**src/lslh_pkg.sv**
```systemverilog
`timescale 1ns / 1ps
// Shared types, sizes, command codes and bucket function for the log2
// latency histogram. No dependencies.
package lslh_pkg;

   localparam int BUCKETS     = 16;
   localparam int COUNT_WIDTH = 32;
   localparam int BKT_W       = $clog2(BUCKETS);

   typedef logic [1:0]             cmd_type;
   typedef logic [63:0]            sample_type;
   typedef logic [3:0]             sel_type;
   typedef logic [31:0]            tally_type;
   typedef logic [BKT_W-1:0]       bkt_idx_type;
   typedef logic [COUNT_WIDTH-1:0] count_type;

   localparam cmd_type CMD_RECORD = 2'd0;
   localparam cmd_type CMD_READ   = 2'd1;
   localparam cmd_type CMD_CLEAR  = 2'd2;

   typedef struct packed {
      tally_type  step_total;
      sample_type cycle_sum;
      sample_type cycle_peak;
      sample_type cycle_floor;
      sel_type    bucket_number;
      tally_type  bucket_tally;
   } rsp_type;

   // floor(log2(s)) clamped to the last bucket; 0 and 1 map to bucket 0
   function automatic bkt_idx_type bucket_of(input sample_type s);
      bkt_idx_type b;
      b = '0;
      for (int k = 1; k < BUCKETS; k++) begin
         if ((s >> k) != 64'd0) begin
            b = bkt_idx_type'(k);
         end
      end
      return b;
   endfunction

   function automatic count_type sat_inc(input count_type v);
      count_type r;
      r = (v == '1) ? v : v + count_type'(1);
      return r;
   endfunction

endpackage

```
**src/lslh_ram.sv**
```systemverilog
`timescale 1ns / 1ps
// Generic simple dual-port RAM, one write port and one registered read port.
// No dependencies.
module lslh_ram #(
   parameter int WIDTH = 32,
   parameter int DEPTH = 16
) (
   input  logic                     clock,
   input  logic                     wr_en,
   input  logic [$clog2(DEPTH)-1:0] wr_addr,
   input  logic [WIDTH-1:0]         wr_data,
   input  logic                     rd_en,
   input  logic [$clog2(DEPTH)-1:0] rd_addr,
   output logic [WIDTH-1:0]         rd_data
);

   logic [WIDTH-1:0] mem_ff [DEPTH];
   logic [WIDTH-1:0] rd_data_ff;

   always_ff @(posedge clock) begin
      if (wr_en) begin
         mem_ff[wr_addr] <= wr_data;
      end
      if (rd_en) begin
         rd_data_ff <= mem_ff[rd_addr];
      end
   end

   assign rd_data = rd_data_ff;

endmodule

```
**src/latency_stats_log2_histogram.sv**
```systemverilog
`timescale 1ns / 1ps
// The bucket RAM read and the stage register load at the edge that accepts a request; the
// stage then feeds the response register, or the skid entry while the response register
// holds a stalled response. Throughput: one request per cycle while req_stall is low; the
// bucket RAM read-modify-write forwards the previous write when both touch the same bucket.
// Reset: all statistics zero, bucket valid flags cleared at once (no clearing
// pass), meter disabled. Uses lslh_pkg and lslh_ram.
module latency_stats_log2_histogram (
   input  logic                  clock,
   input  logic                  reset,
   input  logic                  req_valid,
   output logic                  req_stall,
   input  lslh_pkg::cmd_type     req_cmd,
   input  lslh_pkg::sample_type  req_sample_cycles,
   input  lslh_pkg::sel_type     req_bucket_select,
   output logic                  rsp_valid,
   input  logic                  rsp_stall,
   output lslh_pkg::tally_type   rsp_step_total,
   output lslh_pkg::sample_type  rsp_cycle_sum,
   output lslh_pkg::sample_type  rsp_cycle_peak,
   output lslh_pkg::sample_type  rsp_cycle_floor,
   output lslh_pkg::sel_type     rsp_bucket_number,
   output lslh_pkg::tally_type   rsp_bucket_tally,
   input  logic                  csr_valid,
   output logic                  csr_ready,
   input  logic                  csr_meter_enabled
);

   logic                         req_accept;
   lslh_pkg::bkt_idx_type        rd_addr;
   logic                         in_range;

   logic                         enable_ff;

   logic                         stg_valid_ff;
   lslh_pkg::cmd_type            stg_cmd_ff;
   lslh_pkg::sample_type         stg_sample_ff;
   lslh_pkg::sel_type            stg_sel_ff;
   lslh_pkg::bkt_idx_type        stg_bkt_ff;
   logic                         stg_in_range_ff;
   logic                         fwd_hit_ff;
   lslh_pkg::count_type          fwd_data_ff;

   logic [lslh_pkg::BUCKETS-1:0] bkt_valid_ff;
   logic [lslh_pkg::BUCKETS-1:0] bkt_valid_in;

   lslh_pkg::count_type          steps_ff, steps_in;
   lslh_pkg::sample_type         sum_ff, sum_in;
   lslh_pkg::sample_type         peak_ff, peak_in;
   lslh_pkg::sample_type         floor_ff, floor_in;

   lslh_pkg::count_type          ram_rd_data;
   lslh_pkg::count_type          cur_count;
   lslh_pkg::count_type          new_count;
   logic                         wr_en;
   logic                         do_record;
   logic                         do_clear;
   lslh_pkg::rsp_type            stg_rsp;

   logic                         out0_valid_ff, out0_valid_in;
   logic                         out1_valid_ff, out1_valid_in;
   lslh_pkg::rsp_type            out0_ff, out0_in;
   lslh_pkg::rsp_type            out1_ff, out1_in;
   logic                         pop;
   logic [1:0]                   occ_next;

   // request side
   assign req_accept = req_valid && !req_stall;
   assign rd_addr    = (req_cmd == lslh_pkg::CMD_RECORD) ?
                       lslh_pkg::bucket_of(req_sample_cycles) :
                       lslh_pkg::bkt_idx_type'(req_bucket_select);
   assign in_range   = ({28'd0, req_bucket_select} < 32'(lslh_pkg::BUCKETS));

   assign pop      = out0_valid_ff && !rsp_stall;
   assign occ_next = {1'b0, out0_valid_ff} + {1'b0, out1_valid_ff}
                     + {1'b0, stg_valid_ff} - {1'b0, pop};
   assign req_stall = occ_next[1];

   assign csr_ready = 1'b1;

   always_ff @(posedge clock) begin
      if (reset) begin
         enable_ff <= 1'b0;
      end else if (csr_valid && csr_ready) begin
         enable_ff <= csr_meter_enabled;
      end
   end

   lslh_ram #(
      .WIDTH(lslh_pkg::COUNT_WIDTH),
      .DEPTH(lslh_pkg::BUCKETS)
   ) u_bucket_ram (
      .clock  (clock),
      .wr_en  (wr_en),
      .wr_addr(stg_bkt_ff),
      .wr_data(new_count),
      .rd_en  (req_accept),
      .rd_addr(rd_addr),
      .rd_data(ram_rd_data)
   );

   // stage after the RAM read
   always_ff @(posedge clock) begin
      if (reset) begin
         stg_valid_ff <= 1'b0;
         fwd_hit_ff   <= 1'b0;
      end else begin
         stg_valid_ff <= req_accept;
         fwd_hit_ff   <= req_accept && wr_en && (stg_bkt_ff == rd_addr);
      end
      if (req_accept) begin
         stg_cmd_ff      <= req_cmd;
         stg_sample_ff   <= req_sample_cycles;
         stg_sel_ff      <= req_bucket_select;
         stg_bkt_ff      <= rd_addr;
         stg_in_range_ff <= in_range;
         fwd_data_ff     <= new_count;
      end
   end

   always_comb begin
      do_record = stg_valid_ff && (stg_cmd_ff == lslh_pkg::CMD_RECORD) && enable_ff;
      do_clear  = stg_valid_ff && (stg_cmd_ff == lslh_pkg::CMD_CLEAR);
      wr_en     = do_record;

      if (fwd_hit_ff) begin
         cur_count = fwd_data_ff;
      end else if (bkt_valid_ff[stg_bkt_ff]) begin
         cur_count = ram_rd_data;
      end else begin
         cur_count = '0;
      end
      new_count = lslh_pkg::sat_inc(cur_count);

      bkt_valid_in = bkt_valid_ff;
      steps_in     = steps_ff;
      sum_in       = sum_ff;
      peak_in      = peak_ff;
      floor_in     = floor_ff;
      if (do_clear) begin
         bkt_valid_in = '0;
         steps_in     = '0;
         sum_in       = '0;
         peak_in      = '0;
         floor_in     = '0;
      end else if (do_record) begin
         bkt_valid_in[stg_bkt_ff] = 1'b1;
         steps_in = lslh_pkg::sat_inc(steps_ff);
         sum_in   = sum_ff + stg_sample_ff;
         if (stg_sample_ff > peak_ff) begin
            peak_in = stg_sample_ff;
         end
         if ((floor_ff == 64'd0) || (stg_sample_ff < floor_ff)) begin
            floor_in = stg_sample_ff;
         end
      end

      stg_rsp.step_total  = lslh_pkg::tally_type'(steps_in);
      stg_rsp.cycle_sum   = sum_in;
      stg_rsp.cycle_peak  = peak_in;
      stg_rsp.cycle_floor = floor_in;
      case (stg_cmd_ff)
         lslh_pkg::CMD_RECORD: begin
            stg_rsp.bucket_number = lslh_pkg::sel_type'(stg_bkt_ff);
            stg_rsp.bucket_tally  = enable_ff ? lslh_pkg::tally_type'(new_count) :
                                                lslh_pkg::tally_type'(cur_count);
         end
         lslh_pkg::CMD_CLEAR: begin
            stg_rsp.bucket_number = '0;
            stg_rsp.bucket_tally  = '0;
         end
         default: begin
            stg_rsp.bucket_number = stg_sel_ff;
            stg_rsp.bucket_tally  = stg_in_range_ff ? lslh_pkg::tally_type'(cur_count) :
                                                      '0;
         end
      endcase
   end

   always_ff @(posedge clock) begin
      if (reset) begin
         bkt_valid_ff <= '0;
         steps_ff     <= '0;
         sum_ff       <= '0;
         peak_ff      <= '0;
         floor_ff     <= '0;
      end else begin
         bkt_valid_ff <= bkt_valid_in;
         steps_ff     <= steps_in;
         sum_ff       <= sum_in;
         peak_ff      <= peak_in;
         floor_ff     <= floor_in;
      end
   end

   // response register plus skid entry
   always_comb begin
      out0_valid_in = out0_valid_ff;
      out1_valid_in = out1_valid_ff;
      out0_in       = out0_ff;
      out1_in       = out1_ff;
      if (pop) begin
         if (out1_valid_ff) begin
            out0_in = out1_ff;
            if (stg_valid_ff) begin
               out1_in = stg_rsp;
            end else begin
               out1_valid_in = 1'b0;
            end
         end else if (stg_valid_ff) begin
            out0_in = stg_rsp;
         end else begin
            out0_valid_in = 1'b0;
         end
      end else if (stg_valid_ff) begin
         if (!out0_valid_ff) begin
            out0_valid_in = 1'b1;
            out0_in       = stg_rsp;
         end else begin
            out1_valid_in = 1'b1;
            out1_in       = stg_rsp;
         end
      end
   end

   always_ff @(posedge clock) begin
      if (reset) begin
         out0_valid_ff <= 1'b0;
         out1_valid_ff <= 1'b0;
      end else begin
         out0_valid_ff <= out0_valid_in;
         out1_valid_ff <= out1_valid_in;
      end
      out0_ff <= out0_in;
      out1_ff <= out1_in;
   end

   assign rsp_valid         = out0_valid_ff;
   assign rsp_step_total    = out0_ff.step_total;
   assign rsp_cycle_sum     = out0_ff.cycle_sum;
   assign rsp_cycle_peak    = out0_ff.cycle_peak;
   assign rsp_cycle_floor   = out0_ff.cycle_floor;
   assign rsp_bucket_number = out0_ff.bucket_number;
   assign rsp_bucket_tally  = out0_ff.bucket_tally;

   a_skid_order: assert property (@(posedge clock) disable iff (reset)
      out1_valid_ff |-> out0_valid_ff)
      else $error("skid entry valid without response register");

   a_no_overflow: assert property (@(posedge clock) disable iff (reset)
      !(stg_valid_ff && out1_valid_ff && rsp_stall))
      else $error("response buffer overflow");

   a_fwd_needs_stage: assert property (@(posedge clock) disable iff (reset)
      fwd_hit_ff |-> stg_valid_ff)
      else $error("forward hit without an item in the stage");

   a_clear_flags: assert property (@(posedge clock) disable iff (reset)
      do_clear |=> (bkt_valid_ff == '0) && (steps_ff == '0))
      else $error("clear left bucket flags or step count set");

endmodule
```
**config.mk**
```make
export PLATFORM = sky130hd
export DESIGN_NAME = latency_stats_log2_histogram
export DESIGN_NICKNAME = d
export VERILOG_FILES = /design/src/lslh_pkg.sv /design/src/lslh_ram.sv /design/src/latency_stats_log2_histogram.sv
export SDC_FILE = /design/constraint.sdc
export NUM_CORES = 2
export LEC_CHECK = 0
export ABC_AREA = 1
export BUFFER_PORTS_ARGS = -buffer_cell sky130_fd_sc_hd__clkbuf_2
export CORE_MARGIN = 8
export CORE_UTILIZATION = 56
export DETAILED_ROUTE_END_ITERATION = 8
export GPL_TIMING_DRIVEN = 0
export MAX_ROUTING_LAYER = met4
export PLACE_DENSITY = 0.8
export SETUP_SLACK_MARGIN = 0.02
export SYNTH_ARGS = -nofsm -noshare
export SYNTH_HDL_FRONTEND = slang
export SYNTH_SLANG_ARGS = --single-unit
```
**constraint.sdc**
```tcl
create_clock -name clock -period 22.9 [get_ports clock]
set_clock_uncertainty 0.15 [all_clocks]
set_input_delay 2.29 -clock clock [delete_from_list [all_inputs] [get_ports clock]]
set_output_delay 2.29 -clock clock [all_outputs]
set_load 0.03 [all_outputs]
```
==> out/results.ini <==
[status]
run_status = finished with violations
violations = capacitance limit, slew limit

[clock_network]
clockBufferDepth = 3
cts_tree = done
cts_hold_buffers = 0
clk_pin_slew_worst_paths_ns = 0.06
numCtsBuffers = 146
post_cts_resized = 0
cts_max_level = 4
insertion_delay_ns = 0.80
cts_sinks = 1415
clockRootBuffer = clkbuf_16
cts_setup_buffers = 0

[detailed_routing]
drt-total-wl_um = 210500
routedWlPerCell_um = 22.74
drc = 0
vias_per_cell = 5.748
vias = 53197
first_pass_iters = 8
ant_nets = 0
dr.first_iter.drc_count = 6162

[layout]
area_growth_pct = 14.29
register_area_um2 = 40040
drive_gt1_share_pct = 11.22
fillers = 9342
fin_cells = 9255
multi_input_area_um2 = 21590
layout_commonest_cell = edfxtp_1
finish.net_count = 7774
final_cell_mix = edfxtp_1 (1170), inv_1 (1082), nand2_1 (1047)

[timing]
final.min_clock_period_ns = 6.694
hold_violations = 0
fmax_mhz = 149.4
finalSetupViolations = 0
period_share_pct = 29.23
worst_slew_pin_slew_ns = 1.532
grt_setup_unrepaired = no
drv_slew = 11
max-slew-margin-rel_pct = -2.155

[power_and_ir_drop]
power.density_nw_per_um2 = 73.82
netSwitchingPower_mw = 1.374
p_leak_nw = 33.95
finalPower_mw = 5.667
combPwrFrac_pct = 7.9
pwr-share-seq_pct = 50.6
swShare_pct = 24.24
vdd_drop_max_v = 0.00007760
clock_power_share_pct = 41.5
intPower_mw = 4.293

[global_route]
grt_pass1_wl_um = 310100
track_usage_pct = 32.01
first_global_vias = 51165
grt_overflow = 0
antenna_found_initial = 19
grt_max_degree = 37

[synth]
synth_warnings = 0
synthDistinctLibCells = 66
synth_edf_count = 1170
synth_area_um2 = 67160
synth_fp_nets = 7244
synthCells = 6971
avgSynthCellArea_um2 = 9.635
synth_seq_cells = 1415
yosys_most_used_dff = edfxtp_1
ys_seq_area_share_pct = 59.61
async_flop_share_pct = 0

[worst_setup_path]
crit_arrival_ns = 4.25
required_ns = 20.46
reg2reg_slack_ns = 17.56
critPathKind = in -> out
critPathMaxFanout = 5
worstPathCellList = clkbuf_2 > nor2_1 > inv_1 > ha_1 > ha_1 > a21oi_1 > xnor2_1 > clkbuf_2
cp-start-kind = primary input
cp_slowest_cell = clkbuf_2
critPathCaptureType = output pin
slowest_delay_ns = 0.42

[floorplan]
initial_core_util_pct = 56.21
io_pins = 339
rows = 127
die_h_um = 362.3
dieWidth_um = 362.3
dieArea_um2 = 131300
coreArea_um2 = 119500

[placement]
place.gp.congestion = 1.011
dp.cells = 8965
place_hpwl_um = 158200
port_buffers = 336

[flow_run]
drv_cap = 1

[hold_path]
timing.hold.worst.class = reg -> reg

cell usage after synthesis, types with 52 or more instances:
library cell | number | share of area (%)
nand2_1 | 1047 | 5.9
edfxtp_1 | 1170 | 52
xor2_1 | 55 | 0.72
nor3_1 | 52 | 0.39
nand4_1 | 60 | 0.56
nor2_1 | 836 | 4.7
inv_1 | 1082 | 6.0
a21oi_1 | 374 | 2.8
o21ai_0 | 139 | 1.0
nand3_1 | 911 | 6.8
clkbuf_1 | 197 | 1.1
nand3b_1 | 132 | 1.5
dfxtp_1 | 245 | 7.3
ha_1 | 196 | 3.7
final timing paths:
kind | startpoint | endpoint | depth (start not counted)
max reg2reg | stg_cmd_ff[0]$_DFFE_PP_ | fwd_hit_ff$_SDFF_PP0_ | 14
min | bkt_valid_ff[12]$_SDFFE_PP0P_ | bkt_valid_ff[12]$_SDFFE_PP0P_ | 2
min reg2reg | bkt_valid_ff[12]$_SDFFE_PP0P_ | bkt_valid_ff[12]$_SDFFE_PP0P_ | 2
max | rsp_stall | req_stall | 8
layer usage:
| layer | GRT usage (%) | vias up | share of wire, % |
|---|---|---|---|
| li1 | - | 24368 | - |
| met1 | 39.14 | 25159 | 37 |
| met2 | 50.88 | 3062 | 47 |
| met3 | 5.780 | 608 | 9.8 |
| met4 | 17.02 | 0 | 6.0 |
| met5 | - | - | 0 |
kinds of logic after synthesis:
group | after synthesis | synth area share, %
adder cells (fa/ha/maj) | 197 | 3.681
XOR/XNOR | 90 | 1.174
flip-flops | 1415 | 59.61
other | 1 | 0.005583
AND/OR/NAND/NOR | 3161 | 21.11
multiplexers | 16 | 0.2683
buffers and inverters | 1410 | 8.465
AO/OA/AOI/OAI | 681 | 5.684
flip-flops by register name, indices dropped and copies added, names as in the netlist, 16 cells and up:
name,count
u_bucket_ram.mem_ff,512
rsp_cycle_peak,64
stg_sample_ff,64
floor_ff,64
rsp_bucket_tally,32
sum_ff,64
rsp_cycle_floor,64
rsp_cycle_sum,64
peak_ff,64
out1_ff,260
rsp_step_total,32
fwd_data_ff,32
steps_ff,32
u_bucket_ram.rd_data,32
bkt_valid_ff,16
power groups by stage:
stage	Clock, mW	Sequential [mW]	Combinational [mW]
after floorplan	0	2.96	0.236
final	2.35	2.87	0.448
after global routing	2.46	2.87	0.481
after detailed placement	0	2.92	0.437
after global placement	0	2.95	0.410
after CTS	2.36	2.87	0.440
layout make-up:
cell class / count / area share [%]
clock buffers: 195 / 5.227
plain buffers: 317 / 2.062
well taps: 1612 / 2.627
multi-input cells: 4146 / 28.13
inverters: 1093 / 5.344
diodes: 22 / 0.07172
clock inverters: 73 / 0.8932
flip-flops and latches: 1415 / 52.16
repair buffers: 382 / 3.490
through the flow:
stage	setup WS (ns)	setup TNS, ns	hold slack, ns	cell area, µm²	utilization, %
after floorplan	6.110	0	0.2907	67170	-
after global placement	-0.2252	-50.23	0.3006	70870	59.31
after detailed placement	16.25	0	0.3122	72010	60.26
after CTS	16.24	0	0.3250	76710	64.20
after global routing	16.10	0	0.3572	76750	64.23
final	16.21	0	0.3244	76760	64.24
critical path, delay by kind of cell:
| family | cells | cell delay, ns |
|---|---|---|
| adder cells (fa/ha/maj) | 2 | 0.56 |
| buffers and inverters | 3 | 0.62 |
| XOR/XNOR | 1 | 0.41 |
| AO/OA/AOI/OAI | 1 | 0.07 |
| AND/OR/NAND/NOR | 1 | 0.29 |
Note: power is estimated with default switching activity, not from simulation.
